--- config.mk ---
export PLATFORM = sky130hd
export DESIGN_NAME = sws_regs
export DESIGN_NICKNAME = d
export VERILOG_FILES = /design/src/hdl/sliding_window_sender_macros.svh /design/src/hdl/sws_pkg.sv /design/src/hdl/sws_regs.sv
export SDC_FILE = /design/constraint.sdc
export NUM_CORES = 1
export LEC_CHECK = 0
export BUFFER_PORTS_ARGS = -buffer_cell sky130_fd_sc_hd__buf_2
export CAP_MARGIN = 20
export CORE_MARGIN = 8
export CORE_UTILIZATION = 30
export DETAILED_ROUTE_END_ITERATION = 12
export GPL_TIMING_DRIVEN = 1
export HOLD_SLACK_MARGIN = 0.03
export RECOVER_POWER = 25
export SYNTH_ARGS = -nofsm -noshare
export SYNTH_HDL_FRONTEND = slang
export SYNTH_SLANG_ARGS = --single-unit
--- constraint.sdc ---
create_clock -name clk_i -period 1.55 [get_ports clk_i]
set_input_delay 0.0775 -clock clk_i [delete_from_list [all_inputs] [get_ports clk_i]]
set_output_delay 0.0775 -clock clk_i [all_outputs]
set_load 0.05 [all_outputs]
--- src/hdl/sliding_window_sender_macros.svh ---
// ----------------------------------------------------------------------------
// Sliding window sender assertion macros
// Implication and next-cycle checks on clk_i with async reset rst_ni.
// ----------------------------------------------------------------------------
`ifndef SLIDING_WINDOW_SENDER_MACROS_SVH
`define SLIDING_WINDOW_SENDER_MACROS_SVH
`ifndef NO_ASSERTIONS
`define SWS_ASSERT_IMP(label, ante, cons) \
  label: assert property (@(posedge clk_i) disable iff (!rst_ni) (ante) |-> (cons)) \
    else $error("sws check failed");
`define SWS_ASSERT_NXT(label, ante, cons) \
  label: assert property (@(posedge clk_i) disable iff (!rst_ni) (ante) |=> (cons)) \
    else $error("sws check failed");
`else
`define SWS_ASSERT_IMP(label, ante, cons)
`define SWS_ASSERT_NXT(label, ante, cons)
`endif
`endif

--- src/hdl/sws_pkg.sv ---
// ----------------------------------------------------------------------------
// Sliding window sender package
// Types, codes and constants shared by the sender modules.
// ----------------------------------------------------------------------------
package sws_pkg;

  localparam int unsigned WINDOW_MAX_DEF = 16;
  localparam int unsigned MAX_RESULTS    = 16;
  localparam int unsigned CNT_W          = 5;
  localparam int unsigned RES_IDX_W      = 4;
  localparam int unsigned APB_ADDR_W     = 5;

  typedef enum logic [1:0] {
    CMD_START = 2'd0,
    CMD_ACK   = 2'd1,
    CMD_TICK  = 2'd2
  } sws_cmd_e;

  typedef enum logic [1:0] {
    ST_RUN   = 2'd0,
    ST_DONE  = 2'd1,
    ST_DOWN  = 2'd2,
    ST_RETRY = 2'd3
  } sws_status_e;

  typedef enum logic [2:0] {
    REG_FILE_BYTES    = 3'd0,
    REG_PAYLOAD_BYTES = 3'd1,
    REG_PACKET_COUNT  = 3'd2,
    REG_WINDOW_SLOTS  = 3'd3,
    REG_RESEND_TICKS  = 3'd4,
    REG_RETRY_LIMIT   = 3'd5,
    REG_SILENCE_TICKS = 3'd6
  } sws_reg_e;

  typedef enum logic [3:0] {
    OP_NONE     = 4'd0,
    OP_ACCEPT   = 4'd1,
    OP_SEND_NEW = 4'd2,
    OP_DONE_CHK = 4'd3,
    OP_SCAN_RD  = 4'd4,
    OP_SCAN_EV  = 4'd5,
    OP_EMIT_MUL = 4'd6,
    OP_EMIT_OUT = 4'd7
  } sws_op_e;

  typedef enum logic [1:0] {
    R_SEND = 2'd0,
    R_CHK  = 2'd1,
    R_SCAN = 2'd2,
    R_EMIT = 2'd3
  } sws_route_e;

  typedef struct packed {
    logic [31:0] file_bytes;
    logic [14:0] payload_bytes;
    logic [31:0] packet_count;
    logic [4:0]  window_slots;
    logic [15:0] resend_ticks;
    logic [3:0]  retry_limit;
    logic [15:0] silence_ticks;
  } sws_cfg_t;

  typedef struct packed {
    logic [1:0]  command;
    logic [31:0] ack_number;
  } sws_cmd_t;

  typedef struct packed {
    logic        send_valid;
    logic [31:0] send_seq;
    logic [14:0] payload_length;
    logic        is_resend;
    logic [1:0]  status;
    logic        last;
  } sws_res_t;

  typedef struct packed {
    sws_route_e route;
    logic       can_send;
    logic       scan_more;
    logic       scan_fail;
    logic       more_res;
    logic       out_fire;
  } sws_stat_t;

endpackage

--- src/hdl/sws_regs.sv ---
// ----------------------------------------------------------------------------
// Sliding window sender register file
// APB-style configuration registers.
// ----------------------------------------------------------------------------
module sws_regs import sws_pkg::*; (
  input  logic                  clk_i,
  input  logic                  rst_ni,
  input  logic                  psel,
  input  logic                  penable,
  input  logic                  pwrite,
  input  logic [APB_ADDR_W-1:0] paddr,
  input  logic [31:0]           pwdata,
  output logic [31:0]           prdata,
  output logic                  pready,
  output sws_cfg_t              cfg_o
);

  sws_cfg_t cfg_q;
  logic     wr_en;
  sws_reg_e idx;

  assign wr_en  = psel && penable && pwrite;
  assign idx    = sws_reg_e'(paddr[APB_ADDR_W-1:2]);
  assign pready = 1'b1;

  always_ff @(posedge clk_i or negedge rst_ni) begin
    if (!rst_ni) begin
      cfg_q.file_bytes    <= 32'd0;
      cfg_q.payload_bytes <= 15'd1;
      cfg_q.packet_count  <= 32'd1;
      cfg_q.window_slots  <= 5'd1;
      cfg_q.resend_ticks  <= 16'd3;
      cfg_q.retry_limit   <= 4'd5;
      cfg_q.silence_ticks <= 16'd30;
    end else if (wr_en) begin
      unique case (idx)
        REG_FILE_BYTES:    cfg_q.file_bytes    <= pwdata;
        REG_PAYLOAD_BYTES: cfg_q.payload_bytes <= pwdata[14:0];
        REG_PACKET_COUNT:  cfg_q.packet_count  <= pwdata;
        REG_WINDOW_SLOTS:  cfg_q.window_slots  <= pwdata[4:0];
        REG_RESEND_TICKS:  cfg_q.resend_ticks  <= pwdata[15:0];
        REG_RETRY_LIMIT:   cfg_q.retry_limit   <= pwdata[3:0];
        REG_SILENCE_TICKS: cfg_q.silence_ticks <= pwdata[15:0];
        default: ;
      endcase
    end
  end

  always_comb begin
    unique case (idx)
      REG_FILE_BYTES:    prdata = cfg_q.file_bytes;
      REG_PAYLOAD_BYTES: prdata = {17'd0, cfg_q.payload_bytes};
      REG_PACKET_COUNT:  prdata = cfg_q.packet_count;
      REG_WINDOW_SLOTS:  prdata = {27'd0, cfg_q.window_slots};
      REG_RESEND_TICKS:  prdata = {16'd0, cfg_q.resend_ticks};
      REG_RETRY_LIMIT:   prdata = {28'd0, cfg_q.retry_limit};
      REG_SILENCE_TICKS: prdata = {16'd0, cfg_q.silence_ticks};
      default:           prdata = 32'd0;
    endcase
  end

  assign cfg_o = cfg_q;

endmodule

Word level (Yosys, flattened, before mapping)
Index checks and enable logic that the tools add are counted.
W data, S select, Z words.
{ "word_totals": {"romBits": 0, "wordCells": 24, "inputBits": 42, "ram_bits": 0, "memories": 0, "regBits": 120, "latch_bits": 0} }
{ "op_classes": {"bitwise": 0, "div_mod_pow": 0, "multipliers": 0, "shifts": 0, "n_lt_le_gt_ge": 0, "n_eq_ne": 6, "n_reduce_logical": 10, "addsub": 0, "n_mux": 1} }
{ "ops": {"columns": ["operator", "count"], "rows": [
  ["$pmux W32 S7", 1],
  ["$reduce_and A2 Y1", 7],
  ["$eq A3 B3 Y1 const B", 3],
  ["$eq A3 B2 Y1 const B", 2],
  ["$eq A3 B1 Y1 const B", 1],
  ["$logic_not A3 Y1", 1],
  ["$logic_and A1 B1 Y1", 2]
]} }

Longest topological paths before layout
Gate-level depths: netlist (run 1).
{ "depth": {"word_depth": 3, "ltp_mapped": 6, "depth_no_buf": 3} }

Least setup slack after synthesis (run 1)
Ideal clock, no wire load.
{ "synth_timing": {"path_kind": "register -> output", "start": "register cfg_q, in the netlist cfg_o[4]", "end": "output prdata[4]", "path_stages_with_launch": 4, "path_buffers": 0, "slack_ns": -0.350, "t_arrival_ns": 1.823, "required_time_ns": 1.472, "cell_sequence": "dfstp_2 -> mux2_2 -> nand2_1 -> a31oi_1"} }
{ "synth_between": {"elab_chain_cells": 1} }
{ "synth_rtl": {"columns": ["element", "line", "text"], "rows": [
  ["start: declaration", "sws_regs.sv:18", "sws_cfg_t cfg_q;"],
  ["$pmux W32 S7", "sws_regs.sv:50", "unique case (idx)"],
  ["end: declaration", "sws_regs.sv:13", "output logic [31:0] prdata,"]
]} }
Every way passes these cells.

Worst setup path in the final report (run 1)
{ "layout_timing": {"start": "register cfg_q, in the netlist cfg_o[96]", "end": "output prdata[8]"} }
The elaborated chain is that of the path after synthesis.

==> results of run 1 <==
## power groups by stage
stage	clock (uW)	sequential [uW]	combinational [uW]
final	4070	4260	5270
after global routing	4300	4350	5520
after CTS	4160	4250	5240
after detailed placement	0	4340	4760
after global placement	0	4280	4720
after floorplan	0	6420	1320
## metal layers
metal / track usage / vias to the layer above / part of all wire
met3: 0.0737 / 31 / 0.094
met2: 0.272 / 178 / 0.49
met4: 0.0627 / 2 / 0.021
li1: - / 2061 / -
met1: 0.180 / 2297 / 0.39
met5: 0 / - / 0.00069
## worst max-delay path, delay by kind of cell (launching register included)
family	cells	cell delay (ps)
AOI/OAI and AO/OA	1	350
buffers and inverters	1	170
DFF	1	390
muxes	1	280
## final cells by class
type | instances | area, um^2 | share of cell area
inverter | 7 | 26.3 | 0.00307
multi-input combinational | 247 | 2520 | 0.295
timing repair buffer | 300 | 2080 | 0.243
clock inverter | 11 | 146 | 0.0171
sequential | 120 | 3020 | 0.353
clock buffer | 21 | 470 | 0.0550
tap | 234 | 293 | 0.0342
## synth_stat cells (all sizes together)
| master | number | area share |
|---|---|---|
| a221o | 7 | 0.013 |
| mux4 | 1 | 0.0040 |
| dfrtp | 109 | 0.49 |
| nand2b | 3 | 0.0038 |
| nand2 | 12 | 0.0080 |
| mux2i | 21 | 0.038 |
| a31oi | 5 | 0.0056 |
| a21oi | 3 | 0.0027 |
| nor3 | 2 | 0.0058 |
| or2 | 1 | 0.0011 |
| nor2 | 25 | 0.021 |
| inv | 7 | 0.0047 |
| mux2 | 139 | 0.28 |
| a221oi | 4 | 0.0063 |
| nand4 | 1 | 0.0022 |
| clkbuf | 6 | 0.0040 |
| dfstp | 11 | 0.052 |
| nor2b | 2 | 0.0022 |
| a32oi | 4 | 0.0063 |
| buf | 20 | 0.027 |
| o211ai | 4 | 0.0054 |
| nand4b | 1 | 0.0042 |
| conb | 1 | 0.00067 |
| and2 | 1 | 0.0011 |
| o32ai | 6 | 0.0094 |
| and4b | 4 | 0.0071 |
## cell families (layout without fill, tap and decap cells)
| family | Yosys count | in the layout | synth area share |
|---|---|---|---|
| mux | 161 | 161 | 0.321 |
| flops | 120 | 120 | 0.538 |
| simple gates | 52 | 52 | 0.0565 |
| compound gates | 33 | 33 | 0.0480 |
| buf+inv | 33 | 339 | 0.0355 |
| other cells | 1 | 1 | 0.000669 |
## layout by cell type, fill, tap and decap left out, types with 11 or more instances in the layout
| cell | instances |
|---|---|
| dfstp_2 | 11 |
| dlygate4sd3_1 | 33 |
| mux2i_1 | 21 |
| nor2_1 | 16 |
| dfrtp_1 | 105 |
| buf_4 | 68 |
| clkbuf_16 | 17 |
| buf_2 | 174 |
| nand2_1 | 12 |
| buf_12 | 11 |
| mux2_2 | 126 |
## path summary, 6_finish.rpt
path | startpoint | end | slack [ps]
max in group asynchronous | rst_ni | cfg_o[76] | 210
worst max register to register | cfg_o[32] | cfg_o[32] | 540
worst max-delay path | cfg_o[96] | prdata[8] | -120
min in group clk_i | penable | cfg_o[76] | 400
worst min register to register | cfg_o[48] | cfg_o[48] | 520
worst min-delay path | rst_ni | cfg_o[84] | 240
## per-stage QoR
stage	utilization	std cells
finish	0.462	940
global placement	0.387	836
floorplan	-	400
detailed placement	0.387	836
global route	0.462	940
CTS	0.459	932
## what timing repair did
item                                    in CTS  in global routing
gates resized for setup                     41                  5
buffers inserted                            31                  8
endpoints found under the setup margin      16                 26
pin swaps                                   12                  9
hold buffers                                33                  0
hold endpoints to repair                   226                  0
==> impl_metrics.json, run 1 <==
{
  "outcome": "complete, but fails checks",
  "violations": "setup timing",
  "slowest_stage": "dfrtp_1",
  "drive_gt1_frac": 0.671,
  "fillers": 1660,
  "finalHoldViolCount": 0,
  "cts_tree": "done",
  "power_density_nw_per_um2": 1590,
  "coreArea_um2": 18500,
  "critPathMaxFanout": 3,
  "drt_wl_total_mm": 18.8,
  "dieArea_um2": 23300,
  "setup_violations": 16,
  "cts_sinks": 120,
  "rows": 50,
  "finalWorstSetupSlack_ps": -125,
  "routed_via_density": 4.86,
  "synthesis.area_um2": 5600,
  "critPathLaunchType": "flop",
  "die_width_um": 153,
  "placed_cell_area_um2": 7160,
  "netlist_instances": 400,
  "clk_pin_slew_worst_paths_ps": 60,
  "grt_max_degree": 45,
  "ios": 195,
  "slowest_delay_ps": 390,
  "combPwrFrac": 0.388,
  "area_growth_pct": 52.7,
  "yosysSeqAreaShare": 0.538,
  "io_buffers": 191,
  "required_ps": 1470,
  "start_util": 0.303,
  "dp_slack_ps": -35.1,
  "worstPathCellList": "mux2_2 > a221o_1 > buf_6",
  "p_total_uw": 13600,
  "ys_ff_latch": 120,
  "ir_drop_v": 0.000833,
  "switching_share": 0.404,
  "post-route-min-period_ps": 1670,
  "antenna_cells": 0,
  "crit_arrival_ps": 1600,
  "p_leak_uw": 0.00425,
  "ys_types": 31,
  "seq_power_share": 0.313,
  "clkLatencyLatePin_ps": 410,
  "rsz0062_at_grt": "true",
  "post_drt_wl_per_cell_um": 20.0,
  "drc": 0,
  "antenna_found_initial": 1,
  "clock_skew_ps": 0,
  "hold_slack_ps": 242,
  "largest_reg_flops": 120,
  "clk_path_buf_depth": 2,
  "stdcell_area_um2": 8560,
  "first_iter_violations": 210,
  "worst_pin_slew_ps": 702,
  "dp_hpwl_mm": 13.4,
  "fp.dieH_um": 153,
  "gr-total-overflow": 0,
  "power_switching_uw": 5490,
  "grt_use_total": 0.164,
  "internal_power_uw": 8110,
  "yosysWarningCount": 0,
  "fin_tns_setup_ps": -1160,
  "min_path_type": "input pin to asynchronous set/reset pin",
  "max_slew_margin": 0.532,
  "path_class": "flop to primary output",
  "routabilityCongestion": 0.756,
  "fin_nets": 735,
  "drv_cap": 0,
  "ant_nets": 0,
  "dr.pass1.iters": 4,
  "synthesis.nets": 442,
  "root_buffer": "clkbuf_16",
  "htree_levels": 4,
  "r2r_cells": 3,
  "vias": 4569,
  "numCtsBuffers": 17,
  "syn-mean-instance-area_um2": 14.0,
  "period_share": 1.08,
  "endpoint_kind": "primary output",
  "grt_pass1_wl_mm": 29.7,
  "grt_pass1_vias": 5222,
  "final_max_slew_viol_count": 0,
  "fmax_mhz": 597,
  "clock_power_share": 0.299
}
(Power assumes the default switching activity.)
==> inputs of run 2 (changes only) <==
clock period = 1.6 ns   (was 1.55 ns; I/O delays follow)
==> impl_metrics.json, run 2 (synthesis gave the netlist of run 1 again) <==
{
  "ant_nets": 0,
  "routabilityCongestion": 0.782,
  "clk_pin_slew_worst_paths_ps": 60,
  "grt_max_degree": 61,
  "final_cells": 928,
  "setup_violations": 12,
  "mostFrequentLayoutCells": "buf_2 (174), mux2_2 (128), dfrtp_1 (105)",
  "drc": 0,
  "dp_slack_ps": 59.3,
  "io_buffers": 191,
  "worstPathCellList": "mux2_4 > a32oi_1 > o211ai_1 > buf_4",
  "fin_nets": 722,
  "violations": "setup timing",
  "slowest_stage": "dfrtp_1",
  "stdcell_area_um2": 8450,
  "slowest_delay_ps": 380,
  "antenna_found_initial": 3,
  "max_slew_margin": 0.445,
  "critPathLaunchType": "flop",
  "fillers": 1705,
  "endpoint_kind": "primary output",
  "dp_cells": 833,
  "clock_skew_ps": 0,
  "rows": 50,
  "post-route-util": 0.456,
  "routed_via_density": 4.89,
  "finalHoldViolCount": 0,
  "path_class": "flop to primary output",
  "fp.dieH_um": 153,
  "rsz0062_at_grt": "true",
  "ios": 195,
  "outcome": "complete, but fails checks",
  "vias": 4536,
  "r2r_slack_ps": 570,
  "coreArea_um2": 18500,
  "numCtsBuffers": 17,
  "largest_reg_flops": 120,
  "placed_cell_area_um2": 7120,
  "worst_pin_slew_ps": 832,
  "fmax_mhz": 613,
  "grt_use_total": 0.155,
  "area_growth_pct": 50.8,
  "required_ps": 1520,
  "crit_arrival_ps": 1550,
  "dp_hpwl_mm": 13.0,
  "gr-total-overflow": 0,
  "die_width_um": 153,
  "grt_pass1_wl_mm": 28.5,
  "root_buffer": "clkbuf_16",
  "clk_path_buf_depth": 2,
  "dieArea_um2": 23300,
  "first_iter_violations": 157,
  "critPathMaxFanout": 2,
  "crit_buf_inv": 1,
  "ir_drop_v": 0.000705,
  "cts_tree": "done",
  "critPathTopFamily": "flip-flops",
  "min_path_type": "input pin to flop",
  "p_leak_uw": 0.00419,
  "drive_gt1_frac": 0.667,
  "cts_sinks": 120,
  "final_max_slew_viol_count": 0,
  "drv_cap": 0,
  "drt_wl_total_mm": 18.0,
  "post_drt_wl_per_cell_um": 19.4,
  "htree_levels": 4,
  "dr.pass1.iters": 4,
  "clkLatencyLatePin_ps": 400,
  "power_density_nw_per_um2": 1550,
  "post-route-min-period_ps": 1630,
  "finalWorstSetupSlack_ps": -31.7,
  "layout_commonest_cell": "buf_2",
  "grt_pass1_vias": 5018,
  "period_share": 1.02,
  "start_util": 0.303
}
## run 2: changes by cell type in the layout (fill, tap and decap cells not counted), sizes merged
cell      delta
clkbuf       +4
buf         -13
diode        +1
clkinvlp     -4
## run 2: stage by stage
stage	setup TNS, ps	total power, uW	hold WS, ps
after floorplan	-468	7490	-216
after global placement	0	8690	113
after detailed placement	0	8770	126
after CTS	-557	13200	232
after global routing	-1160	13600	376
final	-197	13100	378
## run 2: routing by layer
layer | vias up | GRT usage | routed length, um
met5 | - | 0 | 23
met4 | 4 | 0.0405 | 178
met3 | 19 | 0.0720 | 1640
met2 | 175 | 0.253 | 8610
met1 | 2294 | 0.181 | 7580
li1 | 2044 | - | -
## run 2: path summary, 6_finish.rpt
check	startpoint	to	cells past startpoint
max	cfg_o[43]	prdata[2]	4
min in group asynchronous	rst_ni	cfg_o[104]	3
min reg2reg	cfg_o[109]	cfg_o[109]	1
max in group asynchronous	rst_ni	cfg_o[76]	3
min	penable	cfg_o[58]	5
max reg2reg	cfg_o[34]	cfg_o[34]	3
## run 2: final cells by class
class | instances | area, um^2 | share of cell area
flip-flops and latches | 120 | 3020 | 0.358
multi-input cells | 247 | 2510 | 0.297
repair buffers | 287 | 1980 | 0.234
clock buffers | 25 | 505 | 0.0598
well taps | 234 | 293 | 0.0347
clock inverters | 7 | 116 | 0.0138
inverters | 7 | 26.3 | 0.00311
diodes | 1 | 2.50 | 0.000296
## run 2: power breakdown
part | leakage (uW) | switching, uW | total [uW] | internal (uW)
sequential | 0.00150 | 461 | 4140 | 3680
clock | 0.000303 | 1310 | 3970 | 2660
combinational | 0.00238 | 3430 | 4960 | 1530
## run 2: tightest hold or removal path: stages
cell and delay (ps):
buf_2 130, nand4b_4 120, nor2_4 60, buf_12 150, mux2_2 210
## run 2: what timing repair did
action                                  4_1_cts  5_1_grt
gates resized for setup                      43        4
gates cloned                                  0        0
setup buffers                                22        7
endpoints found under the setup margin       16       16
pin swaps                                     8        3
hold buffers                                 33        0
endpoints found under the hold margin       240        0
==> inputs of run 3 (changes only) <==
CAP_MARGIN = 30   (was 20)
CTS_BUF_LIST = sky130_fd_sc_hd__clkbuf_8   (was default)
==> impl_metrics.json, run 3 (synthesis gave the netlist of run 1 again) <==
{
  "post_drt_wl_per_cell_um": 19.5,
  "ios": 195,
  "setup_violations": 16,
  "drive_gt1_frac": 0.667,
  "first_iter_violations": 145,
  "top_layer_used": "met5",
  "cts_tree": "done",
  "dr.pass1.iters": 4,
  "grt_pass1_wl_mm": 28.5,
  "critPathLaunchType": "flop",
  "max_slew_margin": 0.445,
  "dieArea_um2": 23300,
  "rsz0062_at_grt": "true",
  "clk_path_buf_depth": 2,
  "root_buffer": "clkbuf_8",
  "clock_skew_ps": 0,
  "clk_pin_slew_worst_paths_ps": 80,
  "dr_wl_met3_mm": 1.72,
  "crit_arrival_ps": 1570,
  "wl_met2_mm": 8.61,
  "routed_via_density": 4.85,
  "critPathMaxFanout": 2,
  "ant_nets": 0,
  "die_width_um": 153,
  "post-route-min-period_ps": 1650,
  "endpoint_kind": "primary output",
  "fp.dieH_um": 153,
  "clkLatencyLatePin_ps": 420,
  "htree_levels": 4,
  "worst_pin_slew_ps": 832,
  "placed_cell_area_um2": 7120,
  "io_buffers": 191,
  "required_ps": 1520,
  "antenna_found_initial": 3,
  "finalWorstSetupSlack_ps": -49.9,
  "routabilityCongestion": 0.782,
  "min_path_type": "input pin to flop",
  "post-route-util": 0.446,
  "drv_cap": 0,
  "grt_pass1_vias": 5046,
  "grt_use_total": 0.155,
  "mostFrequentLayoutCells": "buf_2 (174), mux2_2 (128), dfrtp_1 (105)",
  "fin_nets": 723,
  "p_leak_uw": 0.00412,
  "numCtsBuffers": 17,
  "dp_hpwl_mm": 13.0,
  "start_util": 0.303,
  "grt_max_degree": 61,
  "drt-met1-wl_mm": 7.54,
  "drc": 0,
  "stdcell_area_um2": 8260,
  "vias": 4502,
  "violations": "setup timing",
  "finalHoldViolCount": 0,
  "largest_reg_flops": 120,
  "cts_sinks": 120,
  "coreArea_um2": 18500,
  "drt_wl_total_mm": 18.1,
  "path_class": "flop to primary output",
  "ir_drop_v": 0.000702,
  "final_max_slew_viol_count": 0,
  "rows": 50,
  "power_density_nw_per_um2": 1450,
  "layout_commonest_cell": "buf_2",
  "area_growth_pct": 47.5,
  "gr-total-overflow": 0,
  "fmax_mhz": 606,
  "period_share": 1.03,
  "outcome": "complete, but fails checks"
}
-- run 3: path summary, 6_finish.rpt --
kind                       cells after the start  slack (ps)          to        from
setup / recovery                               4         -50   prdata[2]   cfg_o[43]
hold / removal                                 5         360   cfg_o[58]     penable
setup reg to reg                               3         600   cfg_o[43]   cfg_o[43]
hold reg to reg                                1         530  cfg_o[109]  cfg_o[109]
max in group asynchronous                      3         540   cfg_o[19]      rst_ni
min in group asynchronous                      3         430  cfg_o[108]      rst_ni
-- run 3: repair_timing --
item,4_1_cts,5_1_grt
setup endpoints to repair,16,16
hold buffers,33,0
setup buffers,25,5
pin swaps,7,3
gates resized for setup,42,5
endpoints found under the hold margin,240,0
-- run 3: cell type report --
cell class	count	area, um^2
diodes	1	2.50
clock buffers	22	303
clock inverters	10	128
fillers	1728	10300
inverters	7	26.3
multi-input cells	247	2510
flip-flops and latches	120	3020
well taps	234	293
repair buffers	288	1980
-- run 3: where the power goes --
part	internal (uW)	total [uW]	switching (uW)
Clock	1730	2920	1180
Sequential	3670	4130	457
Combinational	1530	4980	3440
Total	6940	12000	5080
-- run 3: critical path, cell delays in order (launching register included) --
cell	delay [ps]
dfrtp_1	380
mux2_4	280
a32oi_1	150
o211ai_1	120
buf_4	210
-- run 3: per-layer routing --
metal / vias up / GRT usage
met3: 16 / 0.0737
met4: 4 / 0.0434
met1: 2277 / 0.178
met5: - / 0
li1: 2029 / -
met2: 176 / 0.254
-- run 3: stage by stage --
stage / hold slack, ps / std cells / total power (uW) / setup TNS (ps) / setup slack (ps)
final: 356 / 929 / 12000 / -513 / -49.9
after global routing: 335 / 929 / 12600 / -1800 / -152
after CTS: 185 / 923 / 12100 / -1210 / -106
after detailed placement: 126 / 833 / 8770 / 0 / 59.3
after global placement: 113 / 833 / 8690 / 0 / 79.5
after floorplan: -216 / 400 / 7490 / -468 / -82.3
